--- src/hdl/lpcd_pkg.sv ---
package lpcd_pkg;

    // default directory depth and capacity register reset value
    localparam int MAX_ENTRIES_DEF = 16;
    localparam logic [4:0] CAP_RESET = 5'd16;

    // command codes carried on s_tuser
    typedef enum logic [1:0] {
        CMD_USE   = 2'd0,
        CMD_PROBE = 2'd1,
        CMD_CLEAR = 2'd2,
        CMD_NOP   = 2'd3
    } cmd_t;

    // lookup key of one shadow patch
    typedef struct packed {
        logic [15:0] width;
        logic [15:0] height;
        logic        focused;
        logic [63:0] theme;
    } key_t;

    // per-cell update broadcast by the controller
    typedef enum logic [1:0] {
        UPD_NONE  = 2'd0,
        UPD_CLEAR = 2'd1,
        UPD_TOUCH = 2'd2,
        UPD_FILL  = 2'd3
    } upd_op_t;

endpackage

--- src/hdl/lru_patch_cache_directory.sv ---
// LRU patch cache directory: fully associative directory of shadow patch keys.
// Command transactions enter on the s_ stream (command in s_tuser, key and
// dest_empty in s_tdata); one result transaction per command leaves on the
// m_ stream. Capacity is written through cfg_we/cfg_wdata; the user must
// write it only while idle, as the block itself does not enforce this.
// Entries live in a chain of MAX_ENTRIES cells. A search token walks the
// chain one cell per cycle, gathering hit, oldest entry, lowest free slot and
// eviction count; the controller then broadcasts one update to every cell.
// One command is in flight at a time: a new command is taken only once the
// current one has been resolved and its result handed to the output register.
// s_tready is high only while no command is in flight; the result register
// decouples the output, so a new command is taken while a result waits.
// If m_tready is low when a result is ready, the block holds in its resolve
// step (state untouched) until the output register frees up.
// Reset clears all entries, recency ranks and occupancy, and sets capacity to
// 16; no clearing pass is needed.
module lru_patch_cache_directory #(
    parameter int MAX_ENTRIES = lpcd_pkg::MAX_ENTRIES_DEF
) (
    input  logic         clk,
    input  logic         rst_n,
    input  logic         s_tvalid,
    output logic         s_tready,
    // [15:0] patch_width, [31:16] patch_height, [32] focused,
    // [96:33] theme_key, [97] dest_empty, [103:98] zero
    input  logic [103:0] s_tdata,
    // [1:0] command
    input  logic [1:0]   s_tuser,
    output logic         m_tvalid,
    input  logic         m_tready,
    // [0] accepted, [1] hit, [5:2] slot, [6] evicted, [10:7] evicted_slot,
    // [15:11] occupancy
    output logic [15:0]  m_tdata,
    input  logic         cfg_we,
    input  logic [4:0]   cfg_wdata
);

    localparam int IW = $clog2(MAX_ENTRIES);
    localparam int RW = $clog2(MAX_ENTRIES);
    localparam int CW = $clog2(MAX_ENTRIES + 1);

    typedef struct packed {
        logic          active;
        logic          hit_found;
        logic [IW-1:0] hit_slot;
        logic [RW-1:0] hit_rank;
        logic [IW-1:0] old_slot;
        logic [RW-1:0] old_rank;
        logic          free_found;
        logic [IW-1:0] free_slot;
        logic [CW-1:0] drop_cnt;
    } carry_t;

    typedef struct packed {
        lpcd_pkg::upd_op_t op;
        logic [IW-1:0]     slot;
        logic [RW-1:0]     rank;
        logic              evict;
    } upd_t;

    typedef enum logic [1:0] {
        ST_IDLE,
        ST_SEARCH,
        ST_RESOLVE
    } state_t;

    state_t         state_reg;
    lpcd_pkg::cmd_t cmd_reg;
    lpcd_pkg::key_t key_reg;
    logic           dest_empty_reg;
    logic           start_reg;
    carry_t         res_reg;
    logic [CW-1:0]  count_reg, count_next;
    logic [4:0]     cap_reg;
    logic           m_tvalid_reg;
    logic           acc_reg, acc_next;
    logic           hit_reg, hit_next;
    logic [3:0]     slot_reg, slot_next;
    logic           ev_reg, ev_next;
    logic [3:0]     evslot_reg, evslot_next;
    logic [4:0]     occ_reg, occ_next;

    logic                   accept;
    logic                   out_free;
    logic                   resolve_go;
    logic                   served;
    logic                   full;
    logic                   cap_big;
    logic [CW-1:0]          eff_cap;
    logic [RW-1:0]          thr;
    upd_t                   upd;
    carry_t                 chain_head;
    carry_t                 chain [MAX_ENTRIES+1];
    logic [MAX_ENTRIES-1:0] valid_vec;

    assign s_tready   = (state_reg == ST_IDLE);
    assign accept     = s_tvalid && s_tready;
    assign out_free   = !m_tvalid_reg || m_tready;
    assign resolve_go = (state_reg == ST_RESOLVE) && out_free;

    // zero or oversize capacity means the full depth
    assign cap_big = (cap_reg == 5'd0) || (32'(cap_reg) > MAX_ENTRIES);
    assign eff_cap = cap_big ? CW'(MAX_ENTRIES) : CW'(cap_reg);
    // entries at this rank or older go on an evicting miss
    assign thr     = RW'(eff_cap - CW'(1));

    assign served = (cmd_reg == lpcd_pkg::CMD_USE) && (key_reg.width != 16'd0) &&
                    (key_reg.height != 16'd0) && !dest_empty_reg;
    assign full   = (count_reg >= eff_cap);

    // search token enters at cell 0
    always_comb
    begin
        chain_head        = '0;
        chain_head.active = start_reg;
    end

    assign chain[0] = chain_head;

    for (genvar i = 0; i < MAX_ENTRIES; i++)
    begin : g_cell
        lpcd_cell #(
            .MAX_ENTRIES (MAX_ENTRIES),
            .IDX         (i),
            .carry_t     (carry_t),
            .upd_t       (upd_t)
        ) u_cell (
            .clk       (clk),
            .rst_n     (rst_n),
            .key       (key_reg),
            .thr       (thr),
            .carry_in  (chain[i]),
            .carry_out (chain[i+1]),
            .upd       (upd),
            .valid     (valid_vec[i])
        );
    end

    // decision from the finished search
    always_comb
    begin
        upd         = '0;
        count_next  = count_reg;
        acc_next    = 1'b0;
        hit_next    = 1'b0;
        slot_next   = 4'd0;
        ev_next     = 1'b0;
        evslot_next = 4'd0;
        if (resolve_go)
        begin
            case (cmd_reg)
                lpcd_pkg::CMD_CLEAR:
                begin
                    upd.op     = lpcd_pkg::UPD_CLEAR;
                    count_next = '0;
                end
                lpcd_pkg::CMD_PROBE:
                begin
                    hit_next = res_reg.hit_found;
                end
                lpcd_pkg::CMD_USE:
                begin
                    if (served)
                    begin
                        acc_next = 1'b1;
                        if (res_reg.hit_found)
                        begin
                            hit_next = 1'b1;
                            upd.op   = lpcd_pkg::UPD_TOUCH;
                            upd.slot = res_reg.hit_slot;
                            upd.rank = res_reg.hit_rank;
                        end
                        else if (full)
                        begin
                            // reuse the oldest slot, drop everything past capacity
                            upd.op      = lpcd_pkg::UPD_FILL;
                            upd.evict   = 1'b1;
                            upd.slot    = res_reg.old_slot;
                            ev_next     = 1'b1;
                            evslot_next = 4'(res_reg.old_slot);
                            count_next  = count_reg - res_reg.drop_cnt + CW'(1);
                        end
                        else
                        begin
                            upd.op     = lpcd_pkg::UPD_FILL;
                            upd.slot   = res_reg.free_slot;
                            count_next = count_reg + CW'(1);
                        end
                        slot_next = 4'(upd.slot);
                    end
                end
                default:
                begin
                end
            endcase
        end
        occ_next = 5'(count_next);
    end

    always_ff @(posedge clk or negedge rst_n)
    begin
        if (!rst_n)
        begin
            state_reg    <= ST_IDLE;
            start_reg    <= 1'b0;
            res_reg      <= '0;
            count_reg    <= '0;
            cap_reg      <= lpcd_pkg::CAP_RESET;
            m_tvalid_reg <= 1'b0;
            acc_reg      <= 1'b0;
            hit_reg      <= 1'b0;
            slot_reg     <= 4'd0;
            ev_reg       <= 1'b0;
            evslot_reg   <= 4'd0;
            occ_reg      <= 5'd0;
        end
        else
        begin
            start_reg <= accept;
            if (cfg_we)
            begin
                cap_reg <= cfg_wdata;
            end
            // a result handed over while the next one is loaded stays valid
            if (m_tvalid_reg && m_tready && !resolve_go)
            begin
                m_tvalid_reg <= 1'b0;
            end
            case (state_reg)
                ST_IDLE:
                begin
                    if (accept)
                    begin
                        state_reg <= ST_SEARCH;
                    end
                end
                ST_SEARCH:
                begin
                    if (chain[MAX_ENTRIES].active)
                    begin
                        res_reg   <= chain[MAX_ENTRIES];
                        state_reg <= ST_RESOLVE;
                    end
                end
                ST_RESOLVE:
                begin
                    if (out_free)
                    begin
                        m_tvalid_reg <= 1'b1;
                        acc_reg      <= acc_next;
                        hit_reg      <= hit_next;
                        slot_reg     <= slot_next;
                        ev_reg       <= ev_next;
                        evslot_reg   <= evslot_next;
                        occ_reg      <= occ_next;
                        count_reg    <= count_next;
                        state_reg    <= ST_IDLE;
                    end
                end
                default:
                begin
                    state_reg <= ST_IDLE;
                end
            endcase
        end
    end

    always_ff @(posedge clk)
    begin
        if (accept)
        begin
            cmd_reg        <= lpcd_pkg::cmd_t'(s_tuser);
            key_reg.width  <= s_tdata[15:0];
            key_reg.height <= s_tdata[31:16];
            key_reg.focused <= s_tdata[32];
            key_reg.theme  <= s_tdata[96:33];
            dest_empty_reg <= s_tdata[97];
        end
    end

    assign m_tvalid = m_tvalid_reg;
    assign m_tdata  = {occ_reg, evslot_reg, ev_reg, slot_reg, hit_reg, acc_reg};

`ifndef SYNTH
    // occupancy counter tracks the cells' valid bits between commands
    a_count_match: assert property (@(posedge clk) disable iff (!rst_n)
        (state_reg == ST_IDLE) |-> ($countones(valid_vec) == 32'(count_reg)))
        else $error("occupancy counter disagrees with cell valid bits");

    a_count_bound: assert property (@(posedge clk) disable iff (!rst_n)
        32'(count_reg) <= MAX_ENTRIES)
        else $error("occupancy above directory depth");

    // the search token only reaches the tail while a search is running
    a_tail_search: assert property (@(posedge clk) disable iff (!rst_n)
        chain[MAX_ENTRIES].active |-> (state_reg == ST_SEARCH))
        else $error("search token at chain tail outside search");

    // an eviction only comes with a served miss
    a_evict_miss: assert property (@(posedge clk) disable iff (!rst_n)
        (m_tvalid && m_tdata[6]) |-> (m_tdata[0] && !m_tdata[1]))
        else $error("eviction reported without a served miss");
`endif

endmodule

--- src/hdl/lpcd_cell.sv ---
module lpcd_cell #(
    parameter int MAX_ENTRIES = lpcd_pkg::MAX_ENTRIES_DEF,
    parameter int IDX = 0,
    parameter type carry_t = struct packed {
        logic                               active;
        logic                               hit_found;
        logic [$clog2(MAX_ENTRIES)-1:0]     hit_slot;
        logic [$clog2(MAX_ENTRIES)-1:0]     hit_rank;
        logic [$clog2(MAX_ENTRIES)-1:0]     old_slot;
        logic [$clog2(MAX_ENTRIES)-1:0]     old_rank;
        logic                               free_found;
        logic [$clog2(MAX_ENTRIES)-1:0]     free_slot;
        logic [$clog2(MAX_ENTRIES + 1)-1:0] drop_cnt;
    },
    parameter type upd_t = struct packed {
        lpcd_pkg::upd_op_t              op;
        logic [$clog2(MAX_ENTRIES)-1:0] slot;
        logic [$clog2(MAX_ENTRIES)-1:0] rank;
        logic                           evict;
    }
) (
    input  logic                           clk,
    input  logic                           rst_n,
    input  lpcd_pkg::key_t                 key,
    input  logic [$clog2(MAX_ENTRIES)-1:0] thr,
    input  carry_t                         carry_in,
    output carry_t                         carry_out,
    input  upd_t                           upd,
    output logic                           valid
);

    localparam int IW = $clog2(MAX_ENTRIES);
    localparam int RW = $clog2(MAX_ENTRIES);
    localparam int CW = $clog2(MAX_ENTRIES + 1);

    logic           valid_reg, valid_next;
    logic [RW-1:0]  rank_reg, rank_next;
    lpcd_pkg::key_t key_reg;
    carry_t         carry_reg, carry_next;
    logic           match;
    logic           is_target;
    logic           keep;

    assign match     = valid_reg && (key_reg == key);
    assign is_target = (upd.slot == IW'(IDX));
    assign keep      = valid_reg && !(upd.evict && (rank_reg >= thr));

    // search pass: fold this entry into the running result
    always_comb
    begin
        carry_next = carry_in;
        if (match && !carry_in.hit_found)
        begin
            carry_next.hit_found = 1'b1;
            carry_next.hit_slot  = IW'(IDX);
            carry_next.hit_rank  = rank_reg;
        end
        // later cell wins on equal rank
        if (valid_reg && (rank_reg >= carry_in.old_rank))
        begin
            carry_next.old_slot = IW'(IDX);
            carry_next.old_rank = rank_reg;
        end
        if (!valid_reg && !carry_in.free_found)
        begin
            carry_next.free_found = 1'b1;
            carry_next.free_slot  = IW'(IDX);
        end
        if (valid_reg && (rank_reg >= thr))
        begin
            carry_next.drop_cnt = carry_in.drop_cnt + CW'(1);
        end
    end

    // update from the controller
    always_comb
    begin
        valid_next = valid_reg;
        rank_next  = rank_reg;
        case (upd.op)
            lpcd_pkg::UPD_CLEAR:
            begin
                valid_next = 1'b0;
                rank_next  = '0;
            end
            lpcd_pkg::UPD_TOUCH:
            begin
                if (valid_reg && (rank_reg < upd.rank))
                begin
                    rank_next = rank_reg + RW'(1);
                end
                if (is_target)
                begin
                    rank_next = '0;
                end
            end
            lpcd_pkg::UPD_FILL:
            begin
                valid_next = keep;
                if (keep)
                begin
                    rank_next = rank_reg + RW'(1);
                end
                if (is_target)
                begin
                    valid_next = 1'b1;
                    rank_next  = '0;
                end
            end
            default:
            begin
            end
        endcase
    end

    always_ff @(posedge clk or negedge rst_n)
    begin
        if (!rst_n)
        begin
            valid_reg <= 1'b0;
            rank_reg  <= '0;
            carry_reg <= '0;
        end
        else
        begin
            valid_reg <= valid_next;
            rank_reg  <= rank_next;
            carry_reg <= carry_next;
        end
    end

    always_ff @(posedge clk)
    begin
        if ((upd.op == lpcd_pkg::UPD_FILL) && is_target)
        begin
            key_reg <= key;
        end
    end

    assign carry_out = carry_reg;
    assign valid     = valid_reg;

endmodule
--- config.mk ---
export PLATFORM = sky130hd
export DESIGN_NAME = lru_patch_cache_directory
export DESIGN_NICKNAME = d
export VERILOG_FILES = /design/src/hdl/lpcd_pkg.sv /design/src/hdl/lru_patch_cache_directory.sv /design/src/hdl/lpcd_cell.sv
export SDC_FILE = /design/constraint.sdc
export NUM_CORES = 2
export LEC_CHECK = 0
export BUFFER_PORTS_ARGS = -buffer_cell sky130_fd_sc_hd__buf_2
export CAP_MARGIN = 40
export CORE_ASPECT_RATIO = 1.5
export CORE_MARGIN = 2
export CORE_UTILIZATION = 55
export DETAILED_ROUTE_END_ITERATION = 10
export PLACE_DENSITY = 0.75
export SLEW_MARGIN = 20
export SYNTH_ARGS = -nofsm -noshare
export SYNTH_HDL_FRONTEND = slang
export SYNTH_HIERARCHICAL = 1
export SYNTH_SLANG_ARGS = --single-unit
export TNS_END_PERCENT = 100
--- constraint.sdc ---
create_clock -name clk -period 25.8 [get_ports clk]
set_input_delay 1.29 -clock clk [delete_from_list [all_inputs] [get_ports clk]]
set_output_delay 1.29 -clock clk [all_outputs]
set_load 0.02 [all_outputs]
# --- Yosys cells after proc, flatten, opt, wreduce, memory -nomap -nowiden ---
# Index checks and enable logic that the tools add are counted.
# Widths: inputs -> output; s select.
totals:
  regBits: 2203
  latchBits: 0
  ram_bits: 0
  romBits: 0
  inputBits: 116
  out_inout_bits: 18
  wordCells: 879
  n_memories: 0
op_classes:
  n_addsub: 35
  mul: 0
  div: 0
  n_lt_le_gt_ge: 50
  n_eq_ne: 75
  shifts: 0
  mux: 216
  n_bitwise: 0
  n_reduce_logical: 244
op_table:
  columns: ["cell", "n"]
  rows:
  - ["$eq 97x97->1", 16]
  - ["$mux 4", 76]
  - ["$pmux 4 s3", 16]
  - ["$mux 5", 35]
  - ["$mux 9", 17]
  - ["$logic_and 1x1->1", 149]
  - ["$ge 4x4->1", 31]
  - ["$ne 3x1->1 const B", 32]
  - ["$add 5x1->5 const B", 16]
  - ["$add 4x1->4 const B", 16]
  - ["$logic_not 1->1", 64]
  - ["$lt 4x4->1", 16]
  - ["$mux 8", 8]
  - ["$reduce_and 3->1", 17]
  - ["$pmux 1 s2", 17]
  - ["$eq 4x4->1 const B", 8]
  - ["$reduce_bool 16->1", 2]
  - ["$mux 1", 31]
  - ["$mux 7", 4]
  - ["$mux 11", 2]
  - ["$mux 6", 3]
  - ["$eq 4x3->1 const B", 4]
  - ["$pmux 5 s2", 1]
  - ["$eq 2x2->1 const B", 4]
  - ["22 further kinds", 35]

# --- Longest topological paths before layout ---
depth:
  depth_word: 15
  ltp_mapped: 16
  depth_no_buf: 16

# --- Hierarchy ---
# Netlist, hierarchy kept.
modules_own_cells:
  columns: ["mod", "instances", "cells_per_inst", "area_per_inst_um2", "seq_area_each_um2"]
  rows:
  - ["lpcd_cell at g_cell[1].u_cell ...", 7, 414, 5680.4, 3738.6]
  - ["lpcd_cell at g_cell[11].u_cell ...", 3, 387, 5651.7, 3738.6]
  - ["lpcd_cell at g_cell[0].u_cell", 1, 393, 5698.0, 3738.6]
  - ["lpcd_cell at g_cell[7].u_cell", 1, 415, 5685.5, 3738.6]
  - ["lpcd_cell at g_cell[3].u_cell", 1, 415, 5679.2, 3738.6]
  - ["lpcd_cell at g_cell[10].u_cell", 1, 386, 5656.7, 3738.6]
  - ["lpcd_cell at g_cell[12].u_cell", 1, 387, 5649.2, 3738.6]
  - ["lpcd_cell at g_cell[15].u_cell", 1, 387, 5640.4, 3738.6]
  - ["lru_patch_cache_directory", 1, 319, 5529.1, 4180.3]

# --- Worst setup path after synthesis ---
# Ideal clock, no wire load.
synth_timing:
  path_type: "reg-to-reg"
  from: "register cap_reg[2]"
  to: "register g_cell[0].u_cell/key_reg[0] in the netlist's numbering, enable pin"
  setup_time_ps: 555
  t_arrival_ps: 8018
  t_required_ps: 25245
  setup_slack_ps: 17226
  stages_incl_launch_ff: 13
  path_buffers: 0
  period_less_slack_ps: 8574
  cell_sequence: "dfrtp_1 -> or4_1 -> ha_1 -> nand2b_1 -> inv_1 -> ha_1 -> nor2b_4 -> o21ai_2 -> a31oi_4 -> mux2_1 -> o211a_1 -> or4_1 -> nor2_1"
synth_between:
  elab_chain_len: 11
  elab_cells_between_ends: 12
  classes_between: "order compare (2); mux (6); reduce/logical (4)"
synth_lines:
  columns: ["element", "line_no", "text"]
  rows:
  - ["start: declaration", "lru_patch_cache_directory.sv:74", "logic [4:0] cap_reg;"]
  - ["start signal: assignment", "lru_patch_cache_directory.sv:208", "cap_reg <= lpcd_pkg::CAP_RESET;"]
  - ["start signal: assignment", "lru_patch_cache_directory.sv:222", "cap_reg <= cfg_wdata;"]
  - ["$gt 5x5->1 or $logic_not 5->1 (tied branches)", "lru_patch_cache_directory.sv:102", "assign cap_big = (cap_reg == 5'd0) || (32'(cap_reg) > MAX_ENTRIES);"]
  - ["$logic_or 1x1->1", "lru_patch_cache_directory.sv:102", null]
  - ["$mux 5 (*)", "lru_patch_cache_directory.sv:103", "assign eff_cap = cap_big ? CW'(MAX_ENTRIES) : CW'(cap_reg);"]
  - ["$ge 5x5->1 (*)", "lru_patch_cache_directory.sv:109", "assign full = (count_reg >= eff_cap);"]
  - ["$mux 4 (*)", "lru_patch_cache_directory.sv:173", "else if (full)"]
  - ["$mux 6 (*)", "lru_patch_cache_directory.sv:166", "if (res_reg.hit_found)"]
  - ["$mux 11 (*)", "lru_patch_cache_directory.sv:163", "if (served)"]
  - ["$mux 9 (*)", "lru_patch_cache_directory.sv:151", "case (cmd_reg)"]
  - ["$mux 11 (*)", "lru_patch_cache_directory.sv:149", "if (resolve_go)"]
  - ["$logic_not 4->1 (*)", "lpcd_cell.sv:45", "assign is_target = (upd.slot == IW'(IDX));"]
  - ["$logic_and 1x1->1 (*)", "lpcd_cell.sv:134", "if ((upd.op == lpcd_pkg::UPD_FILL) && is_target)"]
  - ["end signal: assignment", "lpcd_cell.sv:136", "key_reg <= key;"]
  - ["end: declaration", "lpcd_cell.sv:38", "lpcd_pkg::key_t key_reg;"]
# Mark *: on every way between the ends. The rest lies on a longest branch, timed or not.
# A chain may end at the register's enable or synchronous reset.

# --- Worst setup path after layout ---
layout_timing:
  from: "register cap_reg[2]"
  to: "register g_cell[3].u_cell/key_reg[89] in the netlist's numbering, enable pin"
layout_between:
  elab_chain_len: 11
  elab_cells_between_ends: 12
  classes_between: "order compare (2); eq/ne (1); mux (6); reduce/logical (3)"
layout_lines:
  columns: ["element", "line_no"]
  rows:
  - ["$gt 5x5->1 or $logic_not 5->1 (tied branches)", "lru_patch_cache_directory.sv:102"]
  - ["$logic_or 1x1->1", "lru_patch_cache_directory.sv:102"]
  - ["$mux 5 (*)", "lru_patch_cache_directory.sv:103"]
  - ["$ge 5x5->1 (*)", "lru_patch_cache_directory.sv:109"]
  - ["$mux 4 (*)", "lru_patch_cache_directory.sv:173"]
  - ["$mux 6 (*)", "lru_patch_cache_directory.sv:166"]
  - ["$mux 11 (*)", "lru_patch_cache_directory.sv:163"]
  - ["$mux 9 (*)", "lru_patch_cache_directory.sv:151"]
  - ["$mux 11 (*)", "lru_patch_cache_directory.sv:149"]
  - ["$eq 4x2->1 (*)", "lpcd_cell.sv:45"]
  - ["$logic_and 1x1->1 (*)", "lpcd_cell.sv:134"]
  - ["end signal: assignment", "lpcd_cell.sv:136"]
  - ["end: declaration", "lpcd_cell.sv:38"]
# Marks and branches as above.

==> metrics <==
status finished clean; Cells after Synth approximately 6800; Finished Layout Cells slightly below 10000; cell total after placement between 9000 and 10000; grt total ovfl 0; final hold viol count 0; pwr/cell area around 70 nW/um2; share of post-route cells with drive strength above 1 approximately an eighth; vias in the first global route between 50000 and 60000; DRT iter0 DRCs roughly 5800; Total Nets Final roughly 7600; die width approximately 350 um; CTS tree built; DR vias/cell between 5 and 6; H-tree depth 4; worst-skew pair later-pin latency 0.84 ns; CTS Hold Bufs 0; RSZ-0062 raised after global routing no; Resize count post-CTS 0; crit path max fanout 55; core area roughly 170000 um2; worst slew pin tran 0.865 ns; Cell Area, Synth between 90000 and 100000 um2; fmax ~150 MHz; Remaining DRCs 0; most frequent cells in the layout edfxtp_1, inv_1, xnor2_1; post-DP HPWL around 160000 um; Port Buffers between 100 and 150; antenna violations before repair 8; FP Rows about 190; Filler cells between 10000 and 15000; pin count of the biggest net entering global routing 90; drt total wl between 200000 and 300000 um; Initial Util a little under three fifths; total negative slack 0 ns; Final period util between 20% and 30%; Setup Skew roughly 0.034 ns; I/O pin total approximately 130; Multi-input gate area around 30000 um2; FF+latch area about 64000 um2; clock buffer count from CTS ~200; Min Clock Period, post-route around 6.5 ns; postcts setup bufs 0; DR vias around 58000; hold_ws about 0.35 ns; total power roughly 7.7 mW; CP Capture Type flop; Routed Antenna Nets 0; count of maximum capacitance violations 0; clock slew at reported path FFs about 0.060 ns; worst reg2reg path depth 15; Ys Warns 6; most common cell after layout, fill and taps aside edfxtp_1; global-route wire length before repair 367000 um; Final Setup Violations 0; CP Launch Type flop; WP data arrival just under 7 ns; Leak approximately 40 nW; clk buf depth 3; RePlAce Congestion ~0.91; WL per Instance 25.8 um; Mapped Avg Cell Area between 10 and 15 um2; maximum vdd drop 0.0706 mV; worst hold path type reg2reg; max reg flops 1552; Detailed Routing Iterations Pass 1 6; Die Span Y between 500 and 600 um; Area Overhead vs Synth 12.5%; Slew Limit Fails 0; Slew headroom a little over two fifths; Root Driver clkbuf_16; CTS Sinks about 2200; CP Class reg2reg; Die Area between 150000 and 200000 um2; hold-critical path depth 0; overall routing resource usage 27.9%; Critical Path RT between 20 and 30 ns
-- final timing paths --
kind                       slack, ns                      startpoint                               to
setup / recovery               19.34                      cap_reg[2]     g_cell[3].u_cell/key_reg[89]
hold reg to reg                 0.35  g_cell[7].u_cell/carry_out[27]   g_cell[8].u_cell/carry_out[27]
max in group asynchronous      22.41                           rst_n  g_cell[12].u_cell/carry_out[23]
min in group asynchronous       0.49                           rst_n    g_cell[4].u_cell/carry_out[8]
hold / removal                  0.35  g_cell[7].u_cell/carry_out[27]   g_cell[8].u_cell/carry_out[27]
setup reg to reg               19.34                      cap_reg[2]     g_cell[3].u_cell/key_reg[89]
-- final cells by class --
type | count | area share, %
clock inverter | 106 | 1.00
sequential | 2222 | 59.1
timing repair buffer | 328 | 2.25
clock buffer | 258 | 5.06
multi-input combinational | 3775 | 27.3
tap | 2268 | 2.63
antenna | 2 | 0.00463
inverter | 762 | 2.66
-- worst max-delay path, cell delays in order (launching register included) --
cell and delay, ns:
dfrtp_1 0.41, or4_1 0.58, ha_1 0.35, nand2b_1 0.11
buf_4 0.38, inv_1 0.09, ha_1 0.32, nor2b_4 0.12
o21ai_2 0.08, a31oi_4 0.51, mux2_1 0.39, o211a_1 0.21
buf_4 0.25, nor3_1 0.70, and3_4 0.70, buf_4 0.73
-- metrics by stage --
step	util [%]	setup slack, ns	cell area (um2)
CTS	62.2	19.25	108000
detailed placement	58.4	19.30	101000
finish	62.3	19.34	108000
floorplan	-	17.23	96200
global route	62.3	19.02	108000
global placement	58.3	18.84	101000
-- report_power, final --
| group | internal, mW | switching (mW) |
|---|---|---|
| Clock | 1.68 | 1.30 |
| Combinational | 0.265 | 0.331 |
| Sequential | 3.98 | 0.111 |
-- routing by layer --
layer / part of all wire [%] / vias up / track usage, %
met2: 51 / 2429 / 49.5
met4: 6.9 / 4 / 17.0
met1: 35 / 29400 / 32.1
met3: 7.2 / 672 / 4.08
li1: - / 25800 / -
met5: 0.012 / - / 0
No activity file was read; power rests on OpenSTA's default activity.
